--- config.mk ---
export PLATFORM = sky130hd
export DESIGN_NAME = format_string_integer_printer
export DESIGN_NICKNAME = d
export VERILOG_FILES = /design/src/rtl/core/fsip_pkg.sv /design/src/rtl/core/fsip_parser.sv /design/src/rtl/core/fsip_queue.sv /design/src/rtl/core/fsip_render.sv /design/src/rtl/core/format_string_integer_printer.sv
export SDC_FILE = /design/constraint.sdc
export NUM_CORES = 1
export LEC_CHECK = 0
export ABC_AREA = 1
export BUFFER_PORTS_ARGS = -buffer_cell sky130_fd_sc_hd__buf_2
export CAP_MARGIN = 20
export CORE_MARGIN = 3
export CORE_UTILIZATION = 40
export CTS_BUF_LIST = sky130_fd_sc_hd__clkbuf_2 sky130_fd_sc_hd__clkbuf_4 sky130_fd_sc_hd__clkbuf_8
export DETAILED_ROUTE_END_ITERATION = 7
export GPL_ROUTABILITY_DRIVEN = 0
export SETUP_SLACK_MARGIN = 0.2
export SYNTH_ARGS = -nofsm -noshare
export SYNTH_HDL_FRONTEND = slang
export SYNTH_SLANG_ARGS = --single-unit
--- constraint.sdc ---
create_clock -name clk -period 7.9 [get_ports clk]
set_input_delay 1.185 -clock clk [delete_from_list [all_inputs] [get_ports clk]]
set_output_delay 1.185 -clock clk [all_outputs]
set_load 0.02 [all_outputs]
--- src/rtl/core/fsip_pkg.sv ---
// ----------------------------------------------------------------------------
// fsip_pkg
// Types, character codes and helpers shared by the integer format printer.
// ----------------------------------------------------------------------------
`default_nettype none

package fsip_pkg;

  localparam int ARG_W  = 32;  // width of the argument field
  localparam int CHAR_W = 8;   // width of one character
  localparam int PAD_W  = 5;   // holds a minimum width up to twenty digits

  localparam logic [CHAR_W-1:0] CH_NUL     = 8'h00;
  localparam logic [CHAR_W-1:0] CH_PERCENT = 8'h25;
  localparam logic [CHAR_W-1:0] CH_MINUS   = 8'h2d;
  localparam logic [CHAR_W-1:0] CH_ZERO    = 8'h30;
  localparam logic [CHAR_W-1:0] CH_NINE    = 8'h39;
  localparam logic [CHAR_W-1:0] CH_UPPER_A = 8'h41;
  localparam logic [CHAR_W-1:0] CH_UPPER_X = 8'h58;
  localparam logic [CHAR_W-1:0] CH_LOWER_D = 8'h64;
  localparam logic [CHAR_W-1:0] CH_LOWER_L = 8'h6c;
  localparam logic [CHAR_W-1:0] CH_LOWER_U = 8'h75;
  localparam logic [CHAR_W-1:0] CH_LOWER_X = 8'h78;
  localparam logic [CHAR_W-1:0] CH_LOWER_Z = 8'h7a;

  typedef enum logic [1:0] {
    MODE_LITERAL,
    MODE_PERCENT,
    MODE_DIGITS,
    MODE_LENGTH
  } parse_mode_t;

  typedef enum logic {
    CMD_LIT,
    CMD_CONV
  } cmd_kind_t;

  typedef enum logic [1:0] {
    CONV_UDEC,
    CONV_SDEC,
    CONV_HEX
  } conv_t;

  typedef enum logic [1:0] {
    R_IDLE,
    R_DABBLE,
    R_SIGN,
    R_DIGITS
  } rstate_t;

  // One queued job: a single literal character or a conversion.
  typedef struct packed {
    cmd_kind_t         kind;
    logic [CHAR_W-1:0] chr;
    conv_t             conv;
    logic [PAD_W-1:0]  width;
    logic [ARG_W-1:0]  arg;
  } cmd_t;

  // Decimal digit count of an all-ones word of the given width.
  function automatic int dec_digits(input int bits);
    logic [63:0] v;
    int          n;
    v = {64{1'b1}} >> (64 - bits);
    n = 1;
    for (int i = 0; i < 20; i++) begin
      if (v >= 64'd10) begin
        v = v / 64'd10;
        n++;
      end
    end
    return n;
  endfunction

  // Upper-case hex or decimal character for one digit.
  function automatic logic [CHAR_W-1:0] nib_char(input logic [3:0] nib);
    logic [CHAR_W-1:0] ext;
    ext = {4'b0000, nib};
    if (nib <= 4'd9) begin
      return CH_ZERO + ext;
    end
    return CH_UPPER_A + ext - 8'd10;
  endfunction

endpackage

`default_nettype wire

--- src/rtl/core/fsip_parser.sv ---
// ----------------------------------------------------------------------------
// fsip_parser
// Front end: walks the format string and queues literal and conversion jobs.
// ----------------------------------------------------------------------------
`default_nettype none

module fsip_parser import fsip_pkg::*; #(
  parameter int WORD_BITS = 32
) (
  input  logic              clk,
  input  logic              rst,
  input  logic              fmt_valid,
  output logic              fmt_ready,
  input  logic              first,
  input  logic [CHAR_W-1:0] format_byte,
  input  logic [ARG_W-1:0]  argument,
  input  logic              q_full,
  output logic              q_push,
  output cmd_t              q_cmd
);

  localparam int                DEC_DIGITS = dec_digits(WORD_BITS);
  localparam logic [CHAR_W-1:0] WIDTH_LIM  = CHAR_W'(DEC_DIGITS);

  parse_mode_t       mode, mode_next, mode_cur;
  logic [PAD_W-1:0]  pad_width, pad_width_next, width_cur;
  logic              accept;
  logic              is_conv, is_len, is_digit;
  conv_t             conv_sel;
  logic [CHAR_W-1:0] wide;

  assign fmt_ready = !q_full;
  assign accept    = fmt_valid && fmt_ready;

  always_comb begin
    mode_cur  = first ? MODE_LITERAL : mode;
    width_cur = first ? PAD_W'(1) : pad_width;

    is_conv = (format_byte == CH_LOWER_U) || (format_byte == CH_LOWER_D) ||
              (format_byte == CH_LOWER_X) || (format_byte == CH_UPPER_X);
    is_len   = (format_byte == CH_LOWER_L) || (format_byte == CH_LOWER_Z);
    is_digit = (format_byte >= CH_ZERO) && (format_byte <= CH_NINE);

    priority if (format_byte == CH_LOWER_D) begin
      conv_sel = CONV_SDEC;
    end else if (format_byte == CH_LOWER_U) begin
      conv_sel = CONV_UDEC;
    end else begin
      conv_sel = CONV_HEX;
    end

    // width * 10 + digit; the stored width never exceeds twenty.
    wide = ({3'b000, width_cur} << 3) + ({3'b000, width_cur} << 1) +
           {4'b0000, format_byte[3:0]};

    mode_next      = mode_cur;
    pad_width_next = width_cur;
    q_push         = 1'b0;
    q_cmd.kind     = CMD_LIT;
    q_cmd.chr      = format_byte;
    q_cmd.conv     = conv_sel;
    q_cmd.width    = width_cur;
    q_cmd.arg      = argument;

    if (format_byte == CH_NUL) begin
      mode_next      = MODE_LITERAL;
      pad_width_next = PAD_W'(1);
    end else begin
      unique case (mode_cur)
        MODE_LITERAL: begin
          if (format_byte == CH_PERCENT) begin
            mode_next = MODE_PERCENT;
          end else begin
            q_push = accept;
          end
        end
        MODE_PERCENT: begin
          priority if (format_byte == CH_PERCENT) begin
            q_push         = accept;
            mode_next      = MODE_LITERAL;
            pad_width_next = PAD_W'(1);
          end else if (format_byte == CH_ZERO) begin
            pad_width_next = '0;
            mode_next      = MODE_DIGITS;
          end else if (is_len) begin
            mode_next = MODE_LENGTH;
          end else begin
            q_push         = accept && is_conv;
            q_cmd.kind     = CMD_CONV;
            mode_next      = MODE_LITERAL;
            pad_width_next = PAD_W'(1);
          end
        end
        MODE_DIGITS: begin
          priority if (is_digit) begin
            pad_width_next = (wide > WIDTH_LIM) ? WIDTH_LIM[PAD_W-1:0] : wide[PAD_W-1:0];
          end else if (is_len) begin
            mode_next = MODE_LENGTH;
          end else begin
            q_push         = accept && is_conv;
            q_cmd.kind     = CMD_CONV;
            mode_next      = MODE_LITERAL;
            pad_width_next = PAD_W'(1);
          end
        end
        MODE_LENGTH: begin
          q_push         = accept && is_conv;
          q_cmd.kind     = CMD_CONV;
          mode_next      = MODE_LITERAL;
          pad_width_next = PAD_W'(1);
        end
      endcase
    end
  end

  always_ff @(posedge clk) begin
    if (rst) begin
      mode      <= MODE_LITERAL;
      pad_width <= PAD_W'(1);
    end else if (accept) begin
      mode      <= mode_next;
      pad_width <= pad_width_next;
    end
  end

endmodule

`default_nettype wire

--- src/rtl/core/fsip_queue.sv ---
// ----------------------------------------------------------------------------
// fsip_queue
// Two-entry job queue between the parser and the character renderer.
// ----------------------------------------------------------------------------
`default_nettype none

module fsip_queue import fsip_pkg::*; (
  input  logic clk,
  input  logic rst,
  input  logic push,
  input  cmd_t push_cmd,
  output logic full,
  input  logic pop,
  output logic valid,
  output cmd_t head
);

  cmd_t       slots [2];
  logic       wr_ptr, rd_ptr;
  logic [1:0] count;

  assign full  = (count == 2'd2);
  assign valid = (count != 2'd0);
  assign head  = slots[rd_ptr];

  always_ff @(posedge clk) begin
    if (rst) begin
      wr_ptr <= 1'b0;
      rd_ptr <= 1'b0;
      count  <= 2'd0;
    end else begin
      if (push) begin
        wr_ptr <= !wr_ptr;
      end
      if (pop) begin
        rd_ptr <= !rd_ptr;
      end
      if (push && !pop) begin
        count <= count + 2'd1;
      end else if (pop && !push) begin
        count <= count - 2'd1;
      end
    end
  end

  always_ff @(posedge clk) begin
    if (push) begin
      slots[wr_ptr] <= push_cmd;
    end
  end

endmodule

`default_nettype wire

--- src/rtl/core/fsip_render.sv ---
// ----------------------------------------------------------------------------
// fsip_render
// Back end: turns queued jobs into characters, one per cycle at most.
// ----------------------------------------------------------------------------
`default_nettype none

module fsip_render import fsip_pkg::*; #(
  parameter int WORD_BITS = 32
) (
  input  logic              clk,
  input  logic              rst,
  input  logic              q_valid,
  input  cmd_t              q_head,
  output logic              q_pop,
  output logic              chr_valid,
  input  logic              chr_ready,
  output logic [CHAR_W-1:0] out_char,
  output logic              last
);

  localparam int ARG_BITS = (WORD_BITS < ARG_W) ? WORD_BITS : ARG_W;
  localparam int NDIG     = dec_digits(WORD_BITS);
  localparam int DIG_W    = NDIG * 4;
  localparam int IDX_W    = $clog2(NDIG);
  localparam int BIT_W    = $clog2(ARG_BITS + 1);
  localparam int HEX_MAX  = WORD_BITS / 4;

  rstate_t             state, state_next;
  logic [DIG_W-1:0]    digs, digs_next, digs_adj;
  logic [ARG_BITS-1:0] shreg, shreg_next;
  logic [BIT_W-1:0]    bitcnt, bitcnt_next;
  logic [IDX_W-1:0]    idx, idx_next;
  logic [PAD_W-1:0]    effw, effw_next;
  logic                started, started_next;
  logic                neg, neg_next;

  logic                ov, ov_next;
  logic [CHAR_W-1:0]   och, och_next;
  logic                olast, olast_next;

  logic                can_emit;
  logic [ARG_BITS-1:0] arg_v, mag_in;
  logic                neg_in, hex_in;
  logic [PAD_W-1:0]    w1, effw_in;
  logic [3:0]          nib;
  logic                show;

  assign chr_valid = ov;
  assign out_char  = och;
  assign last      = olast;
  assign can_emit  = !ov || chr_ready;

  always_comb begin
    arg_v   = q_head.arg[ARG_BITS-1:0];
    hex_in  = (q_head.conv == CONV_HEX);
    neg_in  = (q_head.conv == CONV_SDEC) && arg_v[ARG_BITS-1];
    mag_in  = neg_in ? (~arg_v + ARG_BITS'(1)) : arg_v;
    w1      = (neg_in && (q_head.width != '0)) ? (q_head.width - PAD_W'(1)) : q_head.width;
    effw_in = (hex_in && (w1 > PAD_W'(HEX_MAX))) ? PAD_W'(HEX_MAX) : w1;

    // Shift-and-add-three step of the binary to BCD conversion.
    for (int d = 0; d < NDIG; d++) begin
      digs_adj[d*4 +: 4] = (digs[d*4 +: 4] >= 4'd5) ? (digs[d*4 +: 4] + 4'd3)
                                                     : digs[d*4 +: 4];
    end

    nib  = digs[{idx, 2'b00} +: 4];
    show = started || (nib != 4'd0) || (idx == '0) ||
           ({{(PAD_W + 1 - IDX_W){1'b0}}, idx} < {1'b0, effw});
  end

  always_comb begin
    state_next   = state;
    digs_next    = digs;
    shreg_next   = shreg;
    bitcnt_next  = bitcnt;
    idx_next     = idx;
    effw_next    = effw;
    started_next = started;
    neg_next     = neg;
    q_pop        = 1'b0;
    och_next     = och;
    olast_next   = olast;
    ov_next      = chr_ready ? 1'b0 : ov;

    unique case (state)
      R_IDLE: begin
        if (q_valid) begin
          if (q_head.kind == CMD_LIT) begin
            if (can_emit) begin
              q_pop      = 1'b1;
              ov_next    = 1'b1;
              och_next   = q_head.chr;
              olast_next = 1'b1;
            end
          end else begin
            q_pop        = 1'b1;
            neg_next     = neg_in;
            effw_next    = effw_in;
            idx_next     = IDX_W'(NDIG - 1);
            started_next = 1'b0;
            if (hex_in) begin
              digs_next  = DIG_W'(mag_in);
              state_next = R_DIGITS;
            end else begin
              digs_next   = '0;
              shreg_next  = mag_in;
              bitcnt_next = BIT_W'(ARG_BITS);
              state_next  = R_DABBLE;
            end
          end
        end
      end
      R_DABBLE: begin
        digs_next   = {digs_adj[DIG_W-2:0], shreg[ARG_BITS-1]};
        shreg_next  = shreg << 1;
        bitcnt_next = bitcnt - BIT_W'(1);
        if (bitcnt == BIT_W'(1)) begin
          state_next = neg ? R_SIGN : R_DIGITS;
        end
      end
      R_SIGN: begin
        if (can_emit) begin
          ov_next    = 1'b1;
          och_next   = CH_MINUS;
          olast_next = 1'b0;
          state_next = R_DIGITS;
        end
      end
      R_DIGITS: begin
        if (show) begin
          if (can_emit) begin
            ov_next      = 1'b1;
            och_next     = nib_char(nib);
            olast_next   = (idx == '0);
            started_next = 1'b1;
            if (idx == '0) begin
              state_next = R_IDLE;
            end else begin
              idx_next = idx - IDX_W'(1);
            end
          end
        end else begin
          // Leading zero above the minimum width: skip it.
          idx_next = idx - IDX_W'(1);
        end
      end
    endcase
  end

  always_ff @(posedge clk) begin
    if (rst) begin
      state <= R_IDLE;
      ov    <= 1'b0;
    end else begin
      state <= state_next;
      ov    <= ov_next;
    end
  end

  always_ff @(posedge clk) begin
    digs    <= digs_next;
    shreg   <= shreg_next;
    bitcnt  <= bitcnt_next;
    idx     <= idx_next;
    effw    <= effw_next;
    started <= started_next;
    neg     <= neg_next;
    och     <= och_next;
    olast   <= olast_next;
  end

endmodule

`default_nettype wire

--- src/rtl/core/format_string_integer_printer.sv ---
// ----------------------------------------------------------------------------
// format_string_integer_printer
// Streaming printf-style formatter for integer conversions.
// ----------------------------------------------------------------------------
// Format bytes are taken on the fmt channel, one request per cycle while the
// two-entry job queue has room; bytes that print nothing are absorbed in that
// cycle. Characters leave on the chr channel, at most one per cycle, with last
// set on the final character of each request. A literal byte goes from the
// queue head straight into the output register. A hex conversion is loaded
// from the queue head and then walks all decimal digit positions of the word
// from the top, one per cycle unless the output sink stalls (ten positions at
// WORD_BITS = 32), emitting from the first significant or width-forced digit
// on. A decimal conversion is loaded the same way, runs a binary to BCD
// converter over every argument bit in turn, then emits an optional sign and
// walks the same ten digit positions; the output sink's ready stalls it.
`default_nettype none

module format_string_integer_printer import fsip_pkg::*; #(
  parameter int WORD_BITS = 32
) (
  input  logic              clk,
  input  logic              rst,
  input  logic              fmt_valid,
  output logic              fmt_ready,
  input  logic              first,
  input  logic [CHAR_W-1:0] format_byte,
  input  logic [ARG_W-1:0]  argument,
  output logic              chr_valid,
  input  logic              chr_ready,
  output logic [CHAR_W-1:0] out_char,
  output logic              last
);

  logic q_full, q_push, q_pop, q_valid;
  cmd_t q_cmd, q_head;

  fsip_parser #(.WORD_BITS(WORD_BITS)) u_parser (
    .clk         (clk),
    .rst         (rst),
    .fmt_valid   (fmt_valid),
    .fmt_ready   (fmt_ready),
    .first       (first),
    .format_byte (format_byte),
    .argument    (argument),
    .q_full      (q_full),
    .q_push      (q_push),
    .q_cmd       (q_cmd)
  );

  fsip_queue u_queue (
    .clk      (clk),
    .rst      (rst),
    .push     (q_push),
    .push_cmd (q_cmd),
    .full     (q_full),
    .pop      (q_pop),
    .valid    (q_valid),
    .head     (q_head)
  );

  fsip_render #(.WORD_BITS(WORD_BITS)) u_render (
    .clk       (clk),
    .rst       (rst),
    .q_valid   (q_valid),
    .q_head    (q_head),
    .q_pop     (q_pop),
    .chr_valid (chr_valid),
    .chr_ready (chr_ready),
    .out_char  (out_char),
    .last      (last)
  );

endmodule

`default_nettype wire

**Word-level counts from Yosys, hierarchy flattened**

Memories as Yosys holds them, arrays and structs flattened. A register that Yosys moved wholly into a read port is not among the register bits.
Cells that the tools add are included.

- $add $sub $neg: 21
- Order comparisons: 16
- Equality and inequality tests: 30
- Shift operators: 1
- Mux-type cells: 111
- Bitwise logic cells: 1
- Reduce and logical (&&, ||, !) cells: 40

Operators with widths:

| operator | number |
|---|---|
| 32-bit 2-to-1 mux | 5 |
| 40-bit 2-to-1 mux | 2 |
| 40-bit one-hot mux with 2 select lines | 1 |
| 8-bit 2-to-1 mux | 8 |
| 32-bit one-hot mux with 2 select lines | 1 |
| 4-bit 2-to-1 mux | 14 |
| 8-bit by 7-bit equality test with 1-bit output, second input constant | 6 |
| 4-bit by 3-bit greater-or-equal comparator with 1-bit output, second input constant | 10 |
| 5-bit 2-to-1 mux | 8 |
| 40-bit by 7-bit indexed part select with 4-bit output | 1 |
| 1-bit 2-to-1 mux | 38 |
| 2-bit 2-to-1 mux | 19 |
| 4-bit by 2-bit adder with 4-bit output, second input constant | 9 |
| 32-bit by 1-bit adder with 32-bit output, second input constant | 1 |
| 32-bit inverter | 1 |
| 8-bit one-hot mux with 3 select lines | 1 |
| 6-bit 2-to-1 mux | 3 |
| 8-bit by 6-bit equality test with 1-bit output, second input constant | 2 |
| 2-bit one-hot mux with 4 select lines | 2 |
| 5-bit one-hot mux with 3 select lines | 1 |
| 2-bit by 1-bit inequality test with 1-bit output, second input constant | 7 |
| 7-bit AND reduction | 2 |
| 2-bit equality test, second input constant | 6 |
| 6-bit one-hot mux with 2 select lines | 1 |
| other kinds (40) | 71 |

- Flip-flop bits (word level): 112
- Memory bits (writable): 96
- Input port bits: 45
- Output and inout bits: 11
- Word-level logic and storage cells: 237
- Memories kept: 1

Memory list:

| memory | words | width | rd ports | clocked after Yosys merged registers in | write ports | line | RTL |
|---|---|---|---|---|---|---|---|
| u_queue.slots | 2 | 48 | 1 | 1 | 1 | fsip_queue.sv:18 | `cmd_t slots [2];` |

**Logic depth before layout (Yosys ltp)**

- Depth in word-level cells: 14
- Mapped depth: 19
- Mapped depth without buffers: 19

**Hierarchy**

From an unflattened synthesis, not the netlist that was laid out.

- Cells, all modules: 1342
- Area, all modules: 12314.3 µm²

By module, submodules not included:

| module | times used | cells an instance | area each (µm²) | seq. area each (µm²) |
|---|---|---|---|---|
| fsip_render | 1 | 923 | 7069.3 | 3002.9 |
| fsip_queue | 1 | 182 | 3768.6 | 2982.9 |
| fsip_parser | 1 | 237 | 1476.4 | 140.1 |

**Least setup slack after synthesis**

Ideal clock, no wire load.

- Path type: reg2reg
- Start: register with a tool-made name
- End: register u_render.bitcnt[0] (enable)
- Library setup time: 393 ps
- Data arrival time: 4079 ps
- Data required time: 7507 ps
- Slack: 3428 ps
- Cell stages (with the launch flop): 11
- Path buffers: 3
- Period minus slack after synthesis: 4472 ps
- Path through: dfxtp_1 buf_6 buf_6 buf_2 nand2_1 and2_1 inv_1 nand2_1 o22ai_1 nand2_1 inv_1

RTL lines:

| element | line | RTL |
|---|---|---|
| end signal, assigned | fsip_render.sv:164 | `bitcnt <= bitcnt_next;` |
| end, declared | fsip_render.sv:31 | `logic [BIT_W-1:0] bitcnt, bitcnt_next;` |

==> impl_summary.txt <==
----------------------------------------------------
[Critical path]
  Crit path buf inv count ... 2
  Arrival time of the worst setup path ... 3.59 ns
  CP Launch Type ... register
  Logic depth of the worst register-to-register path ... 10
  Delay contributed by the slowest stage of the critical path ... 0.81 ns
  Setup slack, reg-to-reg ... 4.58 ns
  Endpoint of the lowest-slack register-to-register path ... u_render.effw[3]
  Element type at the critical path end ... register
  Worst-path cell chain ... buf_4 -> o21ai_1 -> nor2_4 -> inv_2 -> nor3_4 -> o21ai_1 -> o21ai_2 -> nand2_2 -> nand2_1 -> nand2_1
  Family with the most delay on the worst path ... simple AND/OR/NAND/NOR gates
  Category of the critical setup timing path ... reg -> reg
  Critical Path Fanout Max ... 72
  Data required time of the critical path ... 8.16 ns
  CP max stage cell ... sky130_fd_sc_hd__nor2_4

[Timing]
  Worst Tran Pin Value ... 0.967 ns
  Number of failing setup endpoints in the final timing report ... 0
  Highest achievable clock rate ... 301 MHz
  Max Clock Skew ... 0.0238 ns
  Final-report hold violation count ... 0
  Post-Route Setup TNS ... 0 ns
  Period Utilization, post-route ... 0.421
  Max-slew headroom ... 0.354
  Shortest period the worst path allows ... 3.32 ns
  Final Max Slew Viols ... 0
  Unrepaired setup endpoints after global routing ... no
  Worst hold slack ... 0.453 ns

[Layout]
  Fillers ... 2993
  Multi-input gate area in the final layout ... 5230 sq um
  Total area of sequential cells ... 6130 sq um
  Layout area overhead ... 11.1%
  ANT cells ... 0
  Share of post-route cells with drive strength above 1 ... 0.110
  Post-layout net count ... 1678

[Logic synthesis]
  Post-synthesis cell count ... 1527
  Number of synthesized register bits ... 209
  Post-synthesis instance area ... 12400 sq um
  Count of synthesis-stage warnings from yosys ... 0
  Fraction of synthesis flops using an asynchronous set or reset pin ... 0
  Primary flip-flop cell chosen by synthesis mapping ... sky130_fd_sc_hd__edfxtp_1
  Mapped Nets ... 1620
  Number of enable-type register cells in the synthesized netlist ... 194
  Post-synthesis area per instance ... 8.14 sq um
  Part of the Yosys area used for sequential elements ... 0.493
  Number of distinct library cell variants in the gate-level netlist after synthesis ... 43

[Hold path]
  Start point of the worst hold path ... u_queue.rd_ptr
  Cells on Worst Hold Path ... 1
  Hold Crit Class ... reg -> reg

[Route]
  Post-route antenna net violation count ... 0
  Count of unresolved DRC violations after routing ... 0
  Detailed-route vias per instance ... 4.96
  Count of TritonRoute iterations in the first routing pass ... 5
  Number of DRC violations after detailed-routing iteration 0 ... 719
  Total via count after detailed routing ... 9949
  Drt wl/cell ... 14.4 um
  Total Routed Length ... 28.8 mm

[CTS]
  H-Tree Level Count ... 2
  Setup repair bufs after CTS ... 0
  Clock-pin transition on the worst setup and hold timing paths ... 0.06 ns
  Cts hold-fix bufs ... 0
  Root Buffer Master ... sky130_fd_sc_hd__clkbuf_8
  Gates resized, CTS repair ... 0
  Clock sink total ... 209
  CTS tree ... done
  CTS max path bufs ... 3
  Insertion delay of the later-clocked pin in the worst-skew pair ... 0.53 ns
  Clock buffers created by TritonCTS ... 38

[Die]
  Total number of placement rows ... 63
  Effective utilization at floorplan ... 0.413
  Horizontal die dimension ... 182 um
  Vertical die dimension ... 182 um
  Ports placed on the boundary ... 56
  Area of the core region ... 30100 sq um
  Die area ... 33200 sq um

[Pwr]
  Peak supply drop ... 0.143 mV
  Pwr/cell area ... 336 nW/um^2
  Total power ... 4.64 mW
  Leak pwr ... 6.04 nW

[GRT]
  Overflow after GRT ... 0
  Total global-route track usage ... 0.174
  Vias in the first global route ... 9427
  Pin count of the biggest net entering global routing ... 73
  First-pass GRT wire length ... 47.4 mm
  Antenna violations before repair ... 0

[Placement]
  Number of port buffers ... 55
  Placed wire-length estimate ... 20.2 mm

[Flow run]
  Max-Cap Viols ... 0

[Run status]
  Result of the run ... complete, no violations

----------------------------------------------------
[flip-flops by register name (all words and copies together) (netlist names), named ones only]
name / count
u_render.chr_valid: 1
u_render.effw: 5
u_render.started: 1
u_render.out_char: 8
u_render.shreg: 32
u_render.idx: 4
u_queue.wr_ptr: 1
u_render.digs: 40
u_render.last: 1
u_render.neg: 1
u_queue.rd_ptr: 1
u_parser.pad_width: 5
u_render.bitcnt: 6
u_parser.mode: 2
u_render.state: 2
u_queue.slots: 96
u_queue.count: 2
[cell usage after synthesis, types with 14 or more instances]
library cell               instances  area share
sky130_fd_sc_hd__o21ai_1          14      0.0056
sky130_fd_sc_hd__dfxtp_1          15       0.024
sky130_fd_sc_hd__nor2_1          113       0.034
sky130_fd_sc_hd__edfxtp_1        194        0.47
sky130_fd_sc_hd__a21oi_1          86       0.035
sky130_fd_sc_hd__nand2_1         464        0.14
sky130_fd_sc_hd__o21ai_0          99       0.040
sky130_fd_sc_hd__nand3_1         117       0.047
sky130_fd_sc_hd__ha_1             46       0.046
sky130_fd_sc_hd__nand4_1          26       0.013
sky130_fd_sc_hd__clkbuf_1         16      0.0048
sky130_fd_sc_hd__inv_1           208       0.063
sky130_fd_sc_hd__nand2_2          19      0.0096
[cells in the final DEF, fill, tap and decap left out, types with 19 or more instances in the layout]
cell                       Yosys  layout
sky130_fd_sc_hd__a21oi_1      86      86
sky130_fd_sc_hd__buf_2        12      55
sky130_fd_sc_hd__clkbuf_8      0      42
sky130_fd_sc_hd__edfxtp_1    194     194
sky130_fd_sc_hd__ha_1         46      45
sky130_fd_sc_hd__inv_1       208     206
sky130_fd_sc_hd__nand2_1     464     464
sky130_fd_sc_hd__nand2_2      19      19
sky130_fd_sc_hd__nand3_1     117     117
sky130_fd_sc_hd__nand4_1      26      26
sky130_fd_sc_hd__nor2_1      113     112
sky130_fd_sc_hd__o21ai_0      99      99
[worst max path at each step]
stage                    from                   end  cells after the start
2_1_floorplan        register    u_render.bitcnt[0]                     10
3_3_place_gp   format_byte[3]  u_queue.slots[1][10]                     12
3_5_place_dp   format_byte[3]  u_queue.slots[1][10]                     12
4_1_cts              register     u_render.shreg[0]                     10
5_1_grt              register      u_render.effw[3]                     10
6_report             register      u_render.effw[3]                     10
[kinds of logic (layout without fill, tap and decap cells)]
family / count (synthesis) / after routing / synth area share
and+or+nand+nor: 778 / 778 / 0.267
buffers and inverters: 259 / 346 / 0.0883
AOI/OAI and AO/OA: 222 / 222 / 0.0944
DFF: 209 / 209 / 0.493
adders and majority gates: 48 / 48 / 0.0495
xor gates and xnor gates: 11 / 11 / 0.00775
[layer usage]
metal | up-vias | share of wire | track usage
met5 | - | 0 | 0
met4 | 0 | 0.025 | 0.0561
met3 | 51 | 0.058 | 0.0341
met2 | 242 | 0.44 | 0.266
met1 | 4497 | 0.48 | 0.249
li1 | 5159 | - | -
[stage by stage]
stage	area [sq um]	util	setup WS (ns)	instances
4_1_cts	13800	0.458	4.55	2003
3_5_place_dp	13000	0.431	4.29	1934
3_3_place_gp	13000	0.431	4.37	1934
5_1_grt	13800	0.458	4.30	2004
6_report	13800	0.458	4.58	2004
2_1_floorplan	12400	-	3.43	1527
[final cells by class]
class | instances | area share
clock inverter | 17 | 0.0107
clock buffer | 52 | 0.0473
multi-input combinational | 1059 | 0.379
tap | 390 | 0.0353
inverter | 213 | 0.0583
timing repair buffer | 64 | 0.0257
sequential | 209 | 0.444
[power by group]
group	leakage (nW)	internal (mW)	switching, mW
clock	0.422	0.633	0.449
combinational	3.70	0.509	1.22
sequential	1.92	1.67	0.164
(Power assumes the default switching activity.)
